--- config.mk ---
export PLATFORM = sky130hd
export DESIGN_NAME = xad_ram
export DESIGN_NICKNAME = d
export VERILOG_FILES = /design/src/rtl/xad_ram.sv
export SDC_FILE = /design/constraint.sdc
export NUM_CORES = 1
export LEC_CHECK = 0
export BUFFER_PORTS_ARGS = -buffer_cell sky130_fd_sc_hd__buf_4
export CAP_MARGIN = 40
export CELL_PAD_IN_SITES_DETAIL_PLACEMENT = 0
export CELL_PAD_IN_SITES_GLOBAL_PLACEMENT = 1
export CORE_ASPECT_RATIO = 2
export CORE_UTILIZATION = 30
export CTS_BUF_LIST = sky130_fd_sc_hd__clkbuf_8
export CTS_CLUSTER_DIAMETER = 200
export DETAILED_ROUTE_END_ITERATION = 6
export PLACE_DENSITY = 0.5
export SLEW_MARGIN = 20
export SYNTH_ARGS = -nofsm -noshare
export SYNTH_HDL_FRONTEND = slang
export SYNTH_SLANG_ARGS = --single-unit
--- constraint.sdc ---
create_clock -name clk -period 2.15 [get_ports clk]
set_input_delay 0.3225 -clock clk [delete_from_list [all_inputs] [get_ports clk]]
set_output_delay 0.3225 -clock clk [all_outputs]
set_load 0.1 [all_outputs]
--- src/rtl/xad_ram.sv ---
`default_nettype none

module xad_ram #(
    parameter int WIDTH = 8,
    parameter int DEPTH = 16
) (
    input  wire logic                     clk,
    input  wire logic                     we,
    input  wire logic [$clog2(DEPTH)-1:0] waddr,
    input  wire logic [WIDTH-1:0]         wdata,
    input  wire logic [$clog2(DEPTH)-1:0] raddr,
    output logic      [WIDTH-1:0]         rdata
);

    logic [WIDTH-1:0] mem [DEPTH];

    always_ff @(posedge clk)
    begin
        if (we)
        begin
            mem[waddr] <= wdata;
        end
        rdata <= mem[raddr];
    end

endmodule

`default_nettype wire

Word-level counts from Yosys, hierarchy flattened
Memory sizes are Yosys's and may differ from the RTL's. A register that Yosys moved wholly into a read port is not among the register bits.
Index checks and enable logic that the tools add are counted.
W data, S select, Z words.
{"block": "totals", "ff_bits": 0, "ramBits": 128, "input_bits": 18, "wordCells": 3, "n_memories": 1}
{"name": "mem", "words": 16, "width": 8, "read_ports": 1, "rd_clocked_by_memory_dff": 1, "write_ports": 1, "line_no": "15", "source": "logic [WIDTH-1:0] mem [DEPTH];"}
{"block": "op_classes", "muxes": 2}
{"operator": "$mux W1", "count": 2}

Depth between registers and ports, before layout
Gate-level depths: netlist (run 1).
{"block": "depth", "depth_word": 2, "depth_mapped": 5, "depth_no_buf": 3}

Worst setup path before layout (run 1)
Ideal clock, no wire load.
{"block": "synth_timing", "path_type": "input to register", "startpoint": "in waddr[2]", "endpoint": "mem mem[0][0], enable pin", "setup_time_ns": 0.383, "t_arrival_ns": 1.432, "t_required_ns": 1.767, "path_slack_ns": 0.335, "path_stages": 2, "path_cell_list": "or3b_2 > nor3_1"}
{"item": "start, declared", "line_no": "9", "source": "input wire logic [$clog2(DEPTH)-1:0] waddr,"}
{"item": "end, declared", "line_no": "15"}
No word-level cell before the write port.

Final worst setup path (run 1)
{"block": "layout_timing", "startpoint": "reg rdata[6], read port of mem", "endpoint": "out rdata[6]"}
{"item": "start, declared", "line_no": "12", "source": "output logic [WIDTH-1:0] rdata"}
No word-level cell between the ends.

==> out/qor.txt, run 1 <==
Sequential area share after synthesis = 77.8%
Clock Tree Root = clkbuf_8
Switch Pwr = 0.00129 W
Power Dens Cells = 923 nW/um^2
Syn_area_per_cell = 22.5 sq um
DR WL/cell = 21.9 um
Worst Setup Path Type = register to output port
Sequential fraction of design power = 52.7%
Hold_buf cts = 0
Asr flop ratio synth = 0%
# clock sinks = 136
Top cell type by total area after synthesis = edfxtp_1
CTS resizes = 0
Mapped Nets = 247
Clock transition at path regs = 0.08 ns
Nets = 304
DRC viols = 0
R2R cell count = 3
Layout cell share with drive strength beyond 1 = 32.8%
Total Die Area = 17700 sq um
Rows = 67
Post-CTS Setup Bufs = 0
Clk_skew = 0.0134 ns
Die X = 94.6 um
Worst EP required = 1.83 ns
Status = complete, no violations
Pre-CTS setup slack = 0.312 ns
R2r endpoint = rdata[3]$_DFF_P_
Vias after detailed routing = 2458
Critical Path End Type = output port
Most frequent cells after synthesis = edfxtp_1, mux4_2, a22oi_1
EDFF count, synth = 128
Core ar. = 16800 sq um
Hold Crit Class = input pin to register
Placed cell count = 474
Worst Hold Depth = 1
Crit-path slowest cell = dfxtp_1
# diodes = 0
CTS tree = yes
Largest net degree at the start of global routing = 23
Ys flop type = edfxtp_1
Post-route setup slack = 0.721 ns
Setup TNS = 0 ns
Vias in the first global route = 2671
Max-cap violations = 0
Finished Layout Cells = 506
Antenna Nets Post-Route = 0
Num ports = 26
Later-pin clock latency in the skew report = 0.43 ns
Worst setup path end = rdata[6]
Tightest Pin Transition = 0.462 ns
Initial Utilization = 30.7%
RSZ-0062 raised after global routing = no
Most common cell in the netlist = edfxtp_1
Leakage power = 2.05 nW
FMAX = 0.700 GHz
Area Growth Syn to Fin = 19.0%
1st-iter DRT viols = 182
RePlAce Congestion = 0.700
Worst-path fanout max = 1
Synth area leaders = edfxtp_1, mux4_2, mux4_1
CP startpoint = rdata[6]$_DFF_P_
Synth Cell Area = 5150 sq um
Family with the most delay on the worst path = flip-flops
Gr ovfl total = 0
Hold Worst Slack = 0.197 ns
Clock share of power = 39.8%
CTS max path bufs = 2
Sw Ratio = 22.8%
Synthesized flop and latch total = 136
GRT Total Usage = 13.9%
Slew Limit Headroom = 69.2%
Die span in y = 187 um
Synth cell types = 19
Port Buffer Count = 25
Synthesized netlist cell count = 229
DP HPWL = 7780 um
CP max stage delay = 0.37 ns
Reg2reg start = mem[1][3]$_DFFE_PP_
Final period utilization = 66.5%
Worst IR Drop VDD = 0.394 mV
Pre-Repair DR Iteration Count = 5
Critical path startpoint category = register
Worst path cell trace = buf_4
Final wirelength = 11100 um
Initial antenna violation count = 0
Final setup fails = 0
Arrival @ worst endpoint = 1.11 ns
R2r setup slk = 0.74 ns
Internal = 0.00437 W
Combinational share of power = 7.5%
Yosys Warn Count = 0
Final min period = 1.43 ns
Buf+Inv Stages, Crit Path = 1
Final hold viol count = 0
Stages on the worst setup path = 1
Slew Viols, Final = 0
Share of the synthesized area in the top cell type = 74.7%
Hold path start = wdata[2]
CTS Buf Count = 17
Avg Vias per Cell = 4.86
First-pass GRT wire length = 16800 um
H-tree levels = 4
-- registers in the layout (all words and copies together), names as in the netlist --
name,flops
rdata,8
mem,128
-- layout make-up --
type                       count  area (sq um)
multi-input combinational     83          1060
timing repair buffer          48           373
clock buffer                  17           234
clock inverter                15           200
sequential                   136          4000
fill                        1607         10600
tap                          207           259
-- cells in the final DEF, fill, tap and decap left out, drive strengths merged --
cell type    n
clkbuf      17
nor2b        1
nand3        1
or3b         1
nor3         4
nor2        13
bufinv       4
inv          3
nand2        9
clkinvlp     3
dfxtp        8
and2b        1
mux4        32
and2         1
nand3b       2
a22oi       16
buf         48
nand2b       2
clkinv       5
edfxtp     128
-- power by group through the flow --
stage | Clock [W] | Combinational [W] | Sequential [W]
5_1_grt | 0.00242 | 0.000453 | 0.00299
4_1_cts | 0.00231 | 0.000433 | 0.00298
3_3_place_gp | 0 | 0.000426 | 0.00304
6_report | 0.00225 | 0.000425 | 0.00298
2_1_floorplan | 0 | 0.000150 | 0.00316
3_5_place_dp | 0 | 0.000432 | 0.00304
-- cells by family after synthesis --
logic type,Yosys count,synth area share [%]
AND/OR/NAND/NOR,35,3.18
buffers and inverters,10,1.68
multiplexers,32,15.0
AO/OA/AOI/OAI,16,2.33
flip-flops,136,77.8
-- per-layer routing --
layer	vias to the layer above	wire [um]	GRT usage [%]
li1	1087	-	-
met1	1295	3950	14.5
met2	64	6530	25.4
met3	12	382	3.74
met4	0	212	5.89
met5	-	0	0
-- per-stage QoR --
step | instance area, sq um | total power (W) | utilization (%)
5_1_grt | 6130 | 0.00586 | 36.5
3_3_place_gp | 5690 | 0.00347 | 34.0
4_1_cts | 6130 | 0.00572 | 36.5
6_report | 6130 | 0.00565 | 36.5
2_1_floorplan | 5150 | 0.00331 | -
3_5_place_dp | 5690 | 0.00348 | 34.0
-- worst min-delay path by stage --
stage	endpoint
final	mem[13][2]$_DFFE_PP_
after global routing	mem[12][1]$_DFFE_PP_
after CTS	mem[11][7]$_DFFE_PP_
after detailed placement	mem[11][7]$_DFFE_PP_
after global placement	mem[8][7]$_DFFE_PP_
after floorplan	mem[0][0]$_DFFE_PP_
Note: power is estimated with default switching activity, not from simulation.
==> run 2: changes to the inputs <==
- PLACE_DENSITY: 0.5 -> 0.52
- clock period: 2.15 -> 1.2 ns (I/O delays scaled with it)
==> run 2 against run 1 <==
  * The run now ends with negative setup slack left
  * Total power increased by 86%
  * Via count down 5.0%
  * Wire length fell by 8.8%
  * Largest cell class unchanged
  * Clock power rose by 89%
  * Count of clock-buffer cells in the layout unchanged
  * Largest power group unchanged
  * Hold slack worse by 0.16 ns
==> out/qor.txt, run 2 (same netlist as run 1, synthesis figures left out) <==
Status = complete, but fails checks
Failing checks = negative setup slack
Tightest Pin Transition = 0.818 ns
Core ar. = 16800 sq um
Layout cell share with drive strength beyond 1 = 46.3%
Internal = 0.00818 W
Worst Setup Path Type = register to register
Worst Hold Depth = 1
Max reg flops = 128
Arrival @ worst endpoint = 1.57 ns
Worst IR Drop VDD = 0.788 mV
H-tree levels = 4
Worst Hold Path EP = mem[8][0]$_DFFE_PP_
DP HPWL = 7140 um
R2R cell count = 3
Gr ovfl total = 0
Die span in y = 187 um
Finished Cell Area = 6480 sq um
R2r endpoint = rdata[6]$_DFF_P_
Port Buffer Count = 25
RePlAce Congestion = 0.691
Clock transition at path regs = 0.08 ns
1st-iter DRT viols = 127
Reg2reg start = mem[3][6]$_DFFE_PP_
Nets = 312
Metal1 wirelength = 3490 um
Number of fill cells = 1544
Slew Viols, Final = 0
Antenna Nets Post-Route = 0
Vias after detailed routing = 2334
Initial Utilization = 30.7%
DRC viols = 0
Pre-CTS setup slack = -0.337 ns
Cell Area, Placed = 5880 sq um
Met2 WL = 6150 um
Placed cell count = 482
Pre-Repair DR Iteration Count = 4
Max-cap violations = 0
RSZ-0062 raised after global routing = yes
Leakage power = 2.13 nW
Largest net degree at the start of global routing = 17
Finished Layout Cells = 514
Combinational share of power = 8.7%
Power Dens Cells = 1620 nW/um^2
CTS max path bufs = 2
Slew Limit Headroom = 45.3%
Reg area = 4010 sq um
# clock sinks = 136
Largest registers = mem x128, rdata x8
Later-pin clock latency in the skew report = 0.44 ns
Final setup fails = 6
FMAX = 0.807 GHz
Worst EP required = 1.54 ns
Final wirelength = 10100 um
Clk_skew = 0.0114 ns
Sequential fraction of design power = 50.8%
Switch Pwr = 0.00235 W
Critical path startpoint category = register
Avg Vias per Cell = 4.54
Top layer in use = met4
Commonest non-fill, non-tap cell in the layout = edfxtp_1
Hold_buf cts = 0
Post-route setup slack = -0.0394 ns
R2r setup slk = -0.04 ns
Area Growth Syn to Fin = 25.8%
First-pass GRT wire length = 15800 um
Num ports = 26
DR WL/cell = 19.6 um
Clock Tree Root = clkbuf_8
Die X = 94.6 um
Rows = 67
Final period utilization = 103%
Hold Crit Class = input pin to register
Final hold viol count = 0
Met3 wire length = 269 um
Reg with most FFs = mem
Sw Ratio = 22.3%
Most frequent cells in the layout = edfxtp_1, buf_4, mux4_2
Initial antenna violation count = 0
Total Die Area = 17700 sq um
GRT Total Usage = 13.0%
CTS Buf Count = 17
Area occupied by multi-input gates = 1100 sq um
Hold path start = wdata[0]
Vias in the first global route = 2590
Final min period = 1.24 ns
Overall Power = 0.0105 W
# diodes = 0
Clock share of power = 40.5%
CTS tree = yes
Post-CTS Setup Bufs = 0
Critical Path End Type = register
Worst-path fanout max = 1
## run 2: cell count changes in the layout (fill, tap and decap cells not counted), sizes merged
cell / delta
inv: -2
bufinv: +1
clkinvlp: -1
buf: +8
clkinv: +2
## run 2: cell type report
class | instances | share of cell area [%]
repair buffers | 56 | 10.0
clock buffers | 17 | 3.61
clock inverters | 15 | 3.50
well taps | 207 | 4.00
multi-input cells | 83 | 16.9
flip-flops and latches | 136 | 61.9
## run 2: layer usage
layer,track usage (%),vias to the layer above
met5,0,-
met4,5.94,0
met3,2.85,9
met2,24.6,37
met1,13.0,1202
li1,-,1086
## run 2: repair_timing
item | 4_1_cts | 5_1_grt
gates resized for setup | 25 | 12
pin swaps | 4 | 5
setup endpoints to repair | 16 | 14
## run 2: critical path: stages (launching register included)
cell,delay [ns]
edfxtp_1,0.38
mux4_2,0.51
a22oi_2,0.19
nand2_1,0.06
## run 2: how the worst max path moves through the flow
stage	from	end	slack [ns]	cells after the start
floorplan	waddr[2]	mem[0][0]$_DFFE_PP_	-0.11	2
global placement	raddr[0]	rdata[6]$_DFF_P_	-0.32	5
detailed placement	raddr[0]	rdata[6]$_DFF_P_	-0.34	5
CTS	mem[3][6]$_DFFE_PP_	rdata[6]$_DFF_P_	-0.05	3
global route	mem[3][4]$_DFFE_PP_	rdata[4]$_DFF_P_	-0.09	3
finish	mem[3][6]$_DFFE_PP_	rdata[6]$_DFF_P_	-0.04	3
## run 2: stage by stage
step / hold WS (ns) / util (%) / TNS, ns
2_1_floorplan: 0.279 / - / -1.22
3_3_place_gp: 0.478 / 35.1 / -18.12
3_5_place_dp: 0.491 / 35.1 / -18.32
4_1_cts: 0.0145 / 38.4 / -0.302
5_1_grt: 0.0357 / 38.6 / -0.550
6_report: 0.0401 / 38.6 / -0.129
## run 2: power by group through the flow
stage / registers (W) / clock network, W / logic, W
after CTS: 0.00535 / 0.00435 / 0.000913
after detailed placement: 0.00544 / 0 / 0.000842
after floorplan: 0.00566 / 0 / 0.000303
after global routing: 0.00536 / 0.00454 / 0.000971
final: 0.00535 / 0.00426 / 0.000914
after global placement: 0.00543 / 0 / 0.000834
