==> src/rtl/xad_pkg.sv <==
`default_nettype none

package xad_pkg;

    localparam int MAX_ENTRIES = 256;
    localparam int SKIP_BYTES  = 8;
    localparam int SIZE_BYTES  = 4;
    localparam int ENTRY_AW    = $clog2(MAX_ENTRIES);
    localparam int CNT_W       = ENTRY_AW + 1;
    localparam int SIZE_W      = 32;
    localparam int TAG_W       = 8;
    localparam int STORE_W     = TAG_W + SIZE_W;
    localparam int FIFO_DEPTH  = 4;
    localparam int FIFO_AW     = $clog2(FIFO_DEPTH);

    localparam logic [7:0]       XOR_KEY_RESET = 8'hF7;
    localparam logic [7:0]       SKIP_COUNT    = 8'(SKIP_BYTES);
    localparam logic [7:0]       SIZE_LAST     = 8'(SIZE_BYTES - 1);
    localparam logic [CNT_W-1:0] MAX_COUNT     = CNT_W'(MAX_ENTRIES);

    typedef enum logic [2:0] {
        PH_SKIP,
        PH_NAMELEN,
        PH_NAME,
        PH_SIZE,
        PH_DATA,
        PH_ERR
    } phase_t;

    typedef enum logic [2:0] {
        KIND_NAME   = 3'd0,
        KIND_HEADER = 3'd1,
        KIND_DATA   = 3'd2,
        KIND_END_OK = 3'd3,
        KIND_ERROR  = 3'd4
    } kind_t;

    typedef enum logic [1:0] {
        ERR_NONE      = 2'd0,
        ERR_TRUNCATED = 2'd1,
        ERR_TOO_MANY  = 2'd2,
        ERR_MISMATCH  = 2'd3
    } err_t;

    typedef struct packed {
        kind_t       kind;
        logic [31:0] value;
        logic [7:0]  entry_number;
        logic        entry_last;
        err_t        error_code;
    } result_t;

endpackage

`default_nettype wire

==> src/rtl/xad_result_fifo.sv <==
`default_nettype none

module xad_result_fifo (
    input  wire logic             clk,
    input  wire logic             rst_n,
    input  wire logic [1:0]       push_cnt,
    input  wire xad_pkg::result_t push0,
    input  wire xad_pkg::result_t push1,
    output logic                  room2,
    output logic                  pop_valid,
    input  wire logic             pop_ready,
    output xad_pkg::result_t      pop_data
);

    import xad_pkg::*;

    result_t              slot_reg [FIFO_DEPTH];
    logic [FIFO_AW-1:0]   wr_ptr_reg, wr_ptr_next;
    logic [FIFO_AW-1:0]   rd_ptr_reg, rd_ptr_next;
    logic [FIFO_AW:0]     count_reg, count_next;
    logic                 pop;
    logic [FIFO_AW-1:0]   wr_ptr_plus1;

    assign pop          = pop_valid && pop_ready;
    assign pop_valid    = (count_reg != '0);
    assign pop_data     = slot_reg[rd_ptr_reg];
    assign room2        = (count_reg <= (FIFO_AW+1)'(FIFO_DEPTH - 2));
    assign wr_ptr_plus1 = wr_ptr_reg + FIFO_AW'(1);

    always_comb
    begin
        wr_ptr_next = wr_ptr_reg + FIFO_AW'(push_cnt);
        rd_ptr_next = pop ? rd_ptr_reg + FIFO_AW'(1) : rd_ptr_reg;
        count_next  = count_reg + (FIFO_AW+1)'(push_cnt) - (FIFO_AW+1)'(pop);
    end

    always_ff @(posedge clk or negedge rst_n)
    begin
        if (!rst_n)
        begin
            wr_ptr_reg <= '0;
            rd_ptr_reg <= '0;
            count_reg  <= '0;
        end
        else
        begin
            wr_ptr_reg <= wr_ptr_next;
            rd_ptr_reg <= rd_ptr_next;
            count_reg  <= count_next;
        end
    end

    always_ff @(posedge clk)
    begin
        if (push_cnt != 2'd0)
        begin
            slot_reg[wr_ptr_reg] <= push0;
        end
        if (push_cnt == 2'd2)
        begin
            slot_reg[wr_ptr_plus1] <= push1;
        end
    end

    a_count_bound: assert property (@(posedge clk) disable iff (!rst_n)
        count_reg <= (FIFO_AW+1)'(FIFO_DEPTH))
        else $error("result queue overfilled");

endmodule

`default_nettype wire

==> config.mk <==
export PLATFORM = sky130hd
export DESIGN_NAME = xad_result_fifo
export DESIGN_NICKNAME = d
export VERILOG_FILES = /design/src/rtl/xad_pkg.sv /design/src/rtl/xad_result_fifo.sv
export SDC_FILE = /design/constraint.sdc
export NUM_CORES = 1
export LEC_CHECK = 0
export ABC_CLOCK_PERIOD_IN_PS = 11000
export CAP_MARGIN = 20
export CORE_UTILIZATION = 30
export CTS_CLUSTER_DIAMETER = 30
export DETAILED_ROUTE_END_ITERATION = 12
export DONT_BUFFER_PORTS = 1
export SYNTH_ARGS = -nofsm -noshare
export SYNTH_HDL_FRONTEND = slang
export SYNTH_SLANG_ARGS = --single-unit
==> constraint.sdc <==
create_clock -name clk -period 11 [get_ports clk]
set_input_delay 1.65 -clock clk [delete_from_list [all_inputs] [get_ports clk]]
set_output_delay 1.65 -clock clk [all_outputs]
set_load 0.01 [all_outputs]
# Word level (Yosys, flattened, before mapping)
# Memories as Yosys holds them, arrays and structs flattened.
# Index checks and enable logic that the tools add are counted.
word_totals:
  mem_count: 1
  wordCells: 18
  out_inout_bits: 48
  ff_bits: 7
  mem_bits_rw: 184
  inputBits: 97
op_classes:
  n_eq_ne: 1
  order_cmp: 1
  reduce_logical: 3
  muxes: 4
  add_sub_neg: 5
mem_list:
  columns: ["memory", "words", "word_bits", "read_ports", "rd_clocked_by_memory_dff", "wr", "line", "source"]
  rows:
  - ["slot_reg", 4, 46, 1, 0, 2, "xad_result_fifo.sv:17", "result_t slot_reg [FIFO_DEPTH];"]
ops:
  columns: ["operator", "count"]
  rows:
  - ["adder 2 x 1 -> 2 bit (second input constant)", 2]
  - ["2-to-1 mux 1 bit", 4]
  - ["adder 3 x 2 -> 3 bit", 1]
  - ["<= comparator 3 x 2 -> 1 bit (second input constant)", 1]
  - ["nonzero test 3 bit", 1]
  - ["subtractor 3 x 1 -> 3 bit", 1]
  - ["adder 2 bit", 1]
  - ["equality test 2 bit (second input constant)", 1]
  - ["nonzero test 2 bit", 1]
  - ["logical AND 1 bit", 1]

# Depth between registers and ports, before layout
# Gate-level depths: netlist of run 1.
depth:
  word_depth: 3
  depth_mapped: 7
  mapped_depth_nobuf: 7

# Least setup slack after synthesis of run 1
# Ideal clock, no wire load.
synth_timing:
  kind: "input-to-reg"
  startpoint: "input push_cnt[1]"
  endpoint: "memory slot_reg[0][0] (netlist bit), enable pin"
  path_stages: 3
  t_arrival_ns: 5.144
  setup_slack_ns: 5.343
  required_time_ns: 10.487
  path_cell_list: "clkbuf_2 -> o21bai_1 -> o21ai_0"
synth_lines:
  columns: ["element", "line", "source"]
  rows:
  - ["start, declared", "xad_result_fifo.sv:6", "input wire logic [1:0] push_cnt,"]
  - ["end, declared", "xad_result_fifo.sv:17", null]

==> flow_summary.ini, run 1 <==
[sta]
max_slew.worst_pin.slew_ns = 1.10
setup_tns_ns = 0
slew_viol_final = 0
max_freq_ghz = 0.265
hold_viol = 0
period_minus_slack_ns = 3.78
fin_crit_sh_pct = 34.4
rsz0062_at_grt = false
fin_worst_skew_ns = 0.0118
relSlewSlack_pct = 26.9
setup_viol = 0
setup_slack_ns = 7.22

[floorplan]
die_h_um = 181
floorplan.die.width_um = 181
die_area_mm2 = 0.0329
pin_count = 145
rows = 65
start_util_pct = 30.6
core_mm2 = 0.0316

[cts]
post_cts_buffers = 0
cts_tree = done
clock_sinks = 191
ctsHtreeMaxLevel = 4
cts_resized = 0
numCtsBuffers = 17
clk_pin_slew_ns = 0.07
cts.path.max_buffers = 2
clock_latency_ns = 0.44
hold_buffers = 0
clockRootBuffer = clkbuf_16

[place]
gp_congestion = 0.703
dp_slack_ns = 6.80
io_buffers = 0
hpwl_um = 12000

[yosys]
synth_nets = 587
syn_avg_cell_area_um2 = 19.9
synth_cell_types = 27
syn-instance-count = 485
synthesis.area_mm2 = 0.00965
yosys_warnings = 0
ys_ff_latch = 191
ys_seq_area_share_pct = 59.1

[global_routing]
grt_usage_pct = 13.4
grt_max_degree = 49
grt_pass1_wl_um = 31800
grt_use_met2_pct = 21.6
grt_util_met1_pct = 16.2
use_met3_pct = 5.32
grt_antenna_before_repair = 0
top_usage_layer = met2
globalRouteOverflowTotal = 0
grt_pass1_vias = 5154

[finish]
area_growth_pct = 9.52
drive_gt1_share_pct = 56.4
ff_latch_area_mm2 = 0.00571
fillers = 2978
largest_reg_flops = 184
diodes = 0
final_nets = 584
multiInputGateArea_mm2 = 0.00366

[pwr]
switching_share_pct = 32.7
p_comb_share_pct = 32.7
power_frac_seq_pct = 44.1
pwr-share-clk_pct = 23.2
ir_drop_mv = 0.189
finalPower_w = 0.00265
switching_power_w = 0.000866
leakage_nw = 3.49
p_int_w = 0.00178
power_density_mw_per_mm2 = 251

[worst_setup_path]
crit_path_start_kind = flip-flop
worst_ep_required_time_ns = 9.35
crit_type = flip-flop to primary output
end_kind = primary output
r2r_setup_slack_ns = 7.93
crit_arrival_ns = 2.13
worstPathMaxFanout = 31

[route]
drtIter0Drc = 272
viasPerCell = 5.12
post_drt_wl_per_cell_um = 23.7
finalWirelength_um = 21300
drcViolationCount = 0
num_vias = 4594
ant_nets = 0
drt_first_pass_iters = 4

[job]
drv_cap = 0

[min_path]
hold_path.class = flip-flop to flip-flop

[status]
outcome = finished clean
-- cells in the final DEF (no fill, tap or decap), types with 2 or more instances in the layout --
master / count
mux2_2: 115
clkinv_4: 3
dfrtp_1: 5
edfxtp_1: 184
mux4_2: 46
ha_1: 4
buf_4: 9
clkinvlp_4: 2
and4bb_4: 2
inv_6: 3
nor2_4: 2
clkinv_1: 2
clkbuf_16: 17
mux2_4: 69
xnor2_1: 5
inv_8: 4
inv_1: 7
-- path summary, 6_finish.rpt --
path | from | end | cells past startpoint
min in group asynchronous | rst_n | wr_ptr_reg[1]$_DFF_PN0_ | 0
worst min register to register | count_reg[2]$_DFF_PN0_ | count_reg[2]$_DFF_PN0_ | 1
worst min-delay path | count_reg[2]$_DFF_PN0_ | count_reg[2]$_DFF_PN0_ | 1
worst max-delay path | rd_ptr_reg[0]$_DFFE_PN0P_ | pop_data[21] | 2
max in group asynchronous | rst_n | rd_ptr_reg[0]$_DFFE_PN0P_ | 0
worst max register to register | wr_ptr_reg[1]$_DFF_PN0_ | slot_reg[2][41]$_DFFE_PP_ | 4
-- synth_stat cells (all sizes together) --
| library cell | count | area [µm²] |
|---|---|---|
| edfxtp | 184 | 5530 |
| xnor2 | 5 | 43.8 |
| o21bai | 2 | 15.0 |
| nand4b | 1 | 8.76 |
| o21ai | 1 | 5.00 |
| and4bb | 2 | 25.0 |
| xor2 | 1 | 8.76 |
| a21oi | 1 | 5.00 |
| nor2 | 2 | 7.51 |
| buf | 30 | 305 |
| inv | 7 | 26.3 |
| mux2i | 1 | 10.0 |
| o311ai | 1 | 8.76 |
| mux4 | 46 | 1040 |
| fa | 1 | 20.0 |
| ha | 4 | 50.1 |
| clkbuf | 2 | 8.75 |
| mux2 | 184 | 2330 |
| nor4b | 1 | 15.0 |
| o31a | 1 | 8.76 |
| dfrtp | 7 | 175 |
| or3 | 1 | 6.26 |
-- power groups by stage --
stage,combinational (W),sequential (W),clock [W]
4_1_cts,0.000844,0.00121,0.000631
5_1_grt,0.000925,0.00119,0.000656
2_1_floorplan,0.000693,0.00115,0
3_5_place_dp,0.000840,0.00123,0
6_report,0.000866,0.00117,0.000614
3_3_place_gp,0.000830,0.00121,0
-- final cells by class --
class	count	share of cell area [%]
sequential	191	54.0
inverter	7	0.249
timing repair buffer	10	0.900
multi-input combinational	255	34.6
clock inverter	15	1.42
clock buffer	17	4.03
tap	402	4.76
-- metrics by stage --
step                      instance area, µm²  hold WS, ns  instances  util, %
final                                  10600        0.568        897     33.5
after global routing                   10600        0.602        897     33.5
after CTS                              10500        0.576        896     33.4
after detailed placement                9960        0.562        864     31.6
after global placement                  9960        0.522        864     31.6
after floorplan                         9650        0.496        485        -
-- layer usage --
layer | vias up | part of all wire, %
met5 | - | 0
met4 | 0 | 1.6
met3 | 20 | 7.5
met2 | 133 | 48
met1 | 2466 | 42
li1 | 1975 | -
-- critical path, stage by stage (launching register included) --
cell	delay, ns
dfrtp_4	0.69
buf_16	0.30
mux4_2	0.62
-- cell families (layout without fill, tap and decap cells) --
kind of cell / count (synthesis) / in the layout / synth area share [%]
flip-flops: 191 / 191 / 59.1
buffers and inverters: 39 / 49 / 3.53
AND/OR/NAND/NOR: 7 / 7 / 0.649
multiplexers: 231 / 231 / 35.0
adder cells (fa/ha/maj): 5 / 5 / 0.726
AO/OA/AOI/OAI: 6 / 6 / 0.441
XOR/XNOR: 6 / 6 / 0.545
(Power assumes the default switching activity.)
==> run 2, diff against run 1 <==
- ABC_CLOCK_PERIOD_IN_PS: 11000 -> 3300
- clock period: 11 -> 3.3 ns (I/O delays scaled with it)
==> run 2 against run 1 <==
Net effect: clock-buffer cell count up 6; combinational power increased to 3.3 times the previous value; first-iteration DRC count fell by 30%; wire length grew 4.3%; highest routed layer unchanged.
==> flow_summary.ini, run 2 (synthesis results as in run 1) <==
[worst_setup_path]
crit_path_start_kind = flip-flop
critPathLaunch = rd_ptr_reg[0]$_DFFE_PN0P_
crit_type = flip-flop to primary output
worst_ep_required_time_ns = 2.80
timing.rr.end = slot_reg[3][9]$_DFFE_PP_
rr_worst_depth = 3
end_kind = primary output
worstPathMaxFanout = 26
r2r_setup_slack_ns = 1.06
r2r-start = wr_ptr_reg[1]$_DFF_PN0_
crit_arrival_ns = 2.13

[floorplan]
start_util_pct = 30.6
pin_count = 145
die_h_um = 181
die_area_mm2 = 0.0329
rows = 65
core_mm2 = 0.0316
floorplan.die.width_um = 181

[pwr]
switching_share_pct = 31.6
p_int_w = 0.00615
power_density_mw_per_mm2 = 841
ir_drop_mv = 0.359
leakage_nw = 3.53
switching_power_w = 0.00284
power_frac_seq_pct = 44.2
p_comb_share_pct = 32.3
pwr-share-clk_pct = 23.5

[global_routing]
grt_antenna_before_repair = 0
grt_pass1_vias = 4950
grt_pass1_wl_um = 32500
grt_max_degree = 40
globalRouteOverflowTotal = 0
grt_usage_pct = 13.9

[sta]
max_slew.worst_pin.slew_ns = 0.833
hold_viol = 0
setup_tns_ns = 0
rsz0062_at_grt = false
slew_viol_final = 0
setup_viol = 0
period_minus_slack_ns = 2.62
fin_worst_skew_ns = 0.00754
relSlewSlack_pct = 44.3
max_freq_ghz = 0.381
fin_crit_sh_pct = 79.5

[route]
post_drt_wl_per_cell_um = 24.6
ant_nets = 0
drtIter0Drc = 191
drcViolationCount = 0
finalWirelength_um = 22200
num_vias = 4528
drt_first_pass_iters = 4
viasPerCell = 5.02

[cts]
cts_resized = 0
numCtsBuffers = 17
clk_pin_slew_ns = 0.07
clock_latency_ns = 0.44
ctsHtreeMaxLevel = 4
clockRootBuffer = clkbuf_16
clock_sinks = 191
cts.path.max_buffers = 2
cts_tree = done
post_cts_buffers = 0

[place]
hpwl_um = 13900
io_buffers = 0
gp_congestion = 0.707

[min_path]
worstHoldEndpoint = count_reg[0]$_DFF_PN0_
hold_path.class = primary input to flip-flop
hold_depth = 1
hold_path_startpoint = push_cnt[0]

[job]
drv_cap = 0

[finish]
drive_gt1_share_pct = 56.0
area_growth_pct = 11.0
final_nets = 589
fillers = 2981
largest_reg_flops = 184
final_common_cell = edfxtp_1
utilization_pct = 33.9
diodes = 0
final_cell_mix = edfxtp_1 (184), mux2_2 (115), mux2_4 (69)

[status]
outcome = finished clean
## run 2: cell count changes in the layout (fill, tap and decap cells not counted), sizes merged
cell,delta
clkbuf,+6
inv,-6
clkinv,-5
buf,+4
clkinvlp,+3
bufinv,+2
dlygate4sd3,+1
## run 2: worst max-delay path, stage by stage (launching register included)
cell and delay, ns:
dfrtp_4 0.74, buf_12 0.31, mux4_2 0.61
## run 2: area by class of cell
class                           count  area (µm²)  area share [%]
Clock buffer                       23         458            4.28
Clock inverter                      9         136            1.27
Inverter                            7        26.3           0.245
Multi-Input combinational cell    255        3660            34.2
Sequential cell                   191        5710            53.3
Tap cell                          402         503            4.70
Timing Repair Buffer               15         215            2.01
## run 2: routing by layer
metal	global-route usage [%]	wire [µm]	up-vias
met3	4.78	1390	20
met1	15.1	8630	2377
met5	0	0	-
met4	4.85	388	0
met2	24.9	11800	147
li1	-	-	1984
## run 2: power groups by stage
| stage | Combinational [W] | Sequential [W] | Clock, W |
|---|---|---|---|
| 4_1_cts | 0.00300 | 0.00400 | 0.00217 |
| 6_report | 0.00290 | 0.00398 | 0.00211 |
| 5_1_grt | 0.00309 | 0.00406 | 0.00225 |
| 2_1_floorplan | 0.00231 | 0.00382 | 0 |
| 3_3_place_gp | 0.00295 | 0.00400 | 0 |
| 3_5_place_dp | 0.00300 | 0.00405 | 0 |
## run 2: timing repair
item / CTS / global route
endpoints found under the setup margin: 0 / 0
hold buffers: 1 / 0
endpoints found under the hold margin: 7 / 0
## run 2: stage by stage
stage,setup slack [ns],std cells,instance area [µm²],hold WS [ns],total power (W)
floorplan,0.0230,485,9650,0.199,0.00613
global route,0.524,902,10700,0.165,0.00940
global placement,1.09,869,10100,0.200,0.00695
CTS,0.589,902,10700,0.166,0.00917
finish,0.676,902,10700,0.193,0.00900
detailed placement,1.04,869,10100,0.200,0.00705
## run 2: worst max-delay path by stage
stage,endpoint,slack (ns),depth (start not counted)
5_1_grt,pop_data[5],0.52,2
3_3_place_gp,pop_data[17],1.09,2
6_report,pop_data[5],0.68,2
2_1_floorplan,slot_reg[0][0]$_DFFE_PP_,0.02,3
4_1_cts,pop_data[5],0.59,2
3_5_place_dp,slot_reg[2][13]$_DFFE_PP_,1.04,3
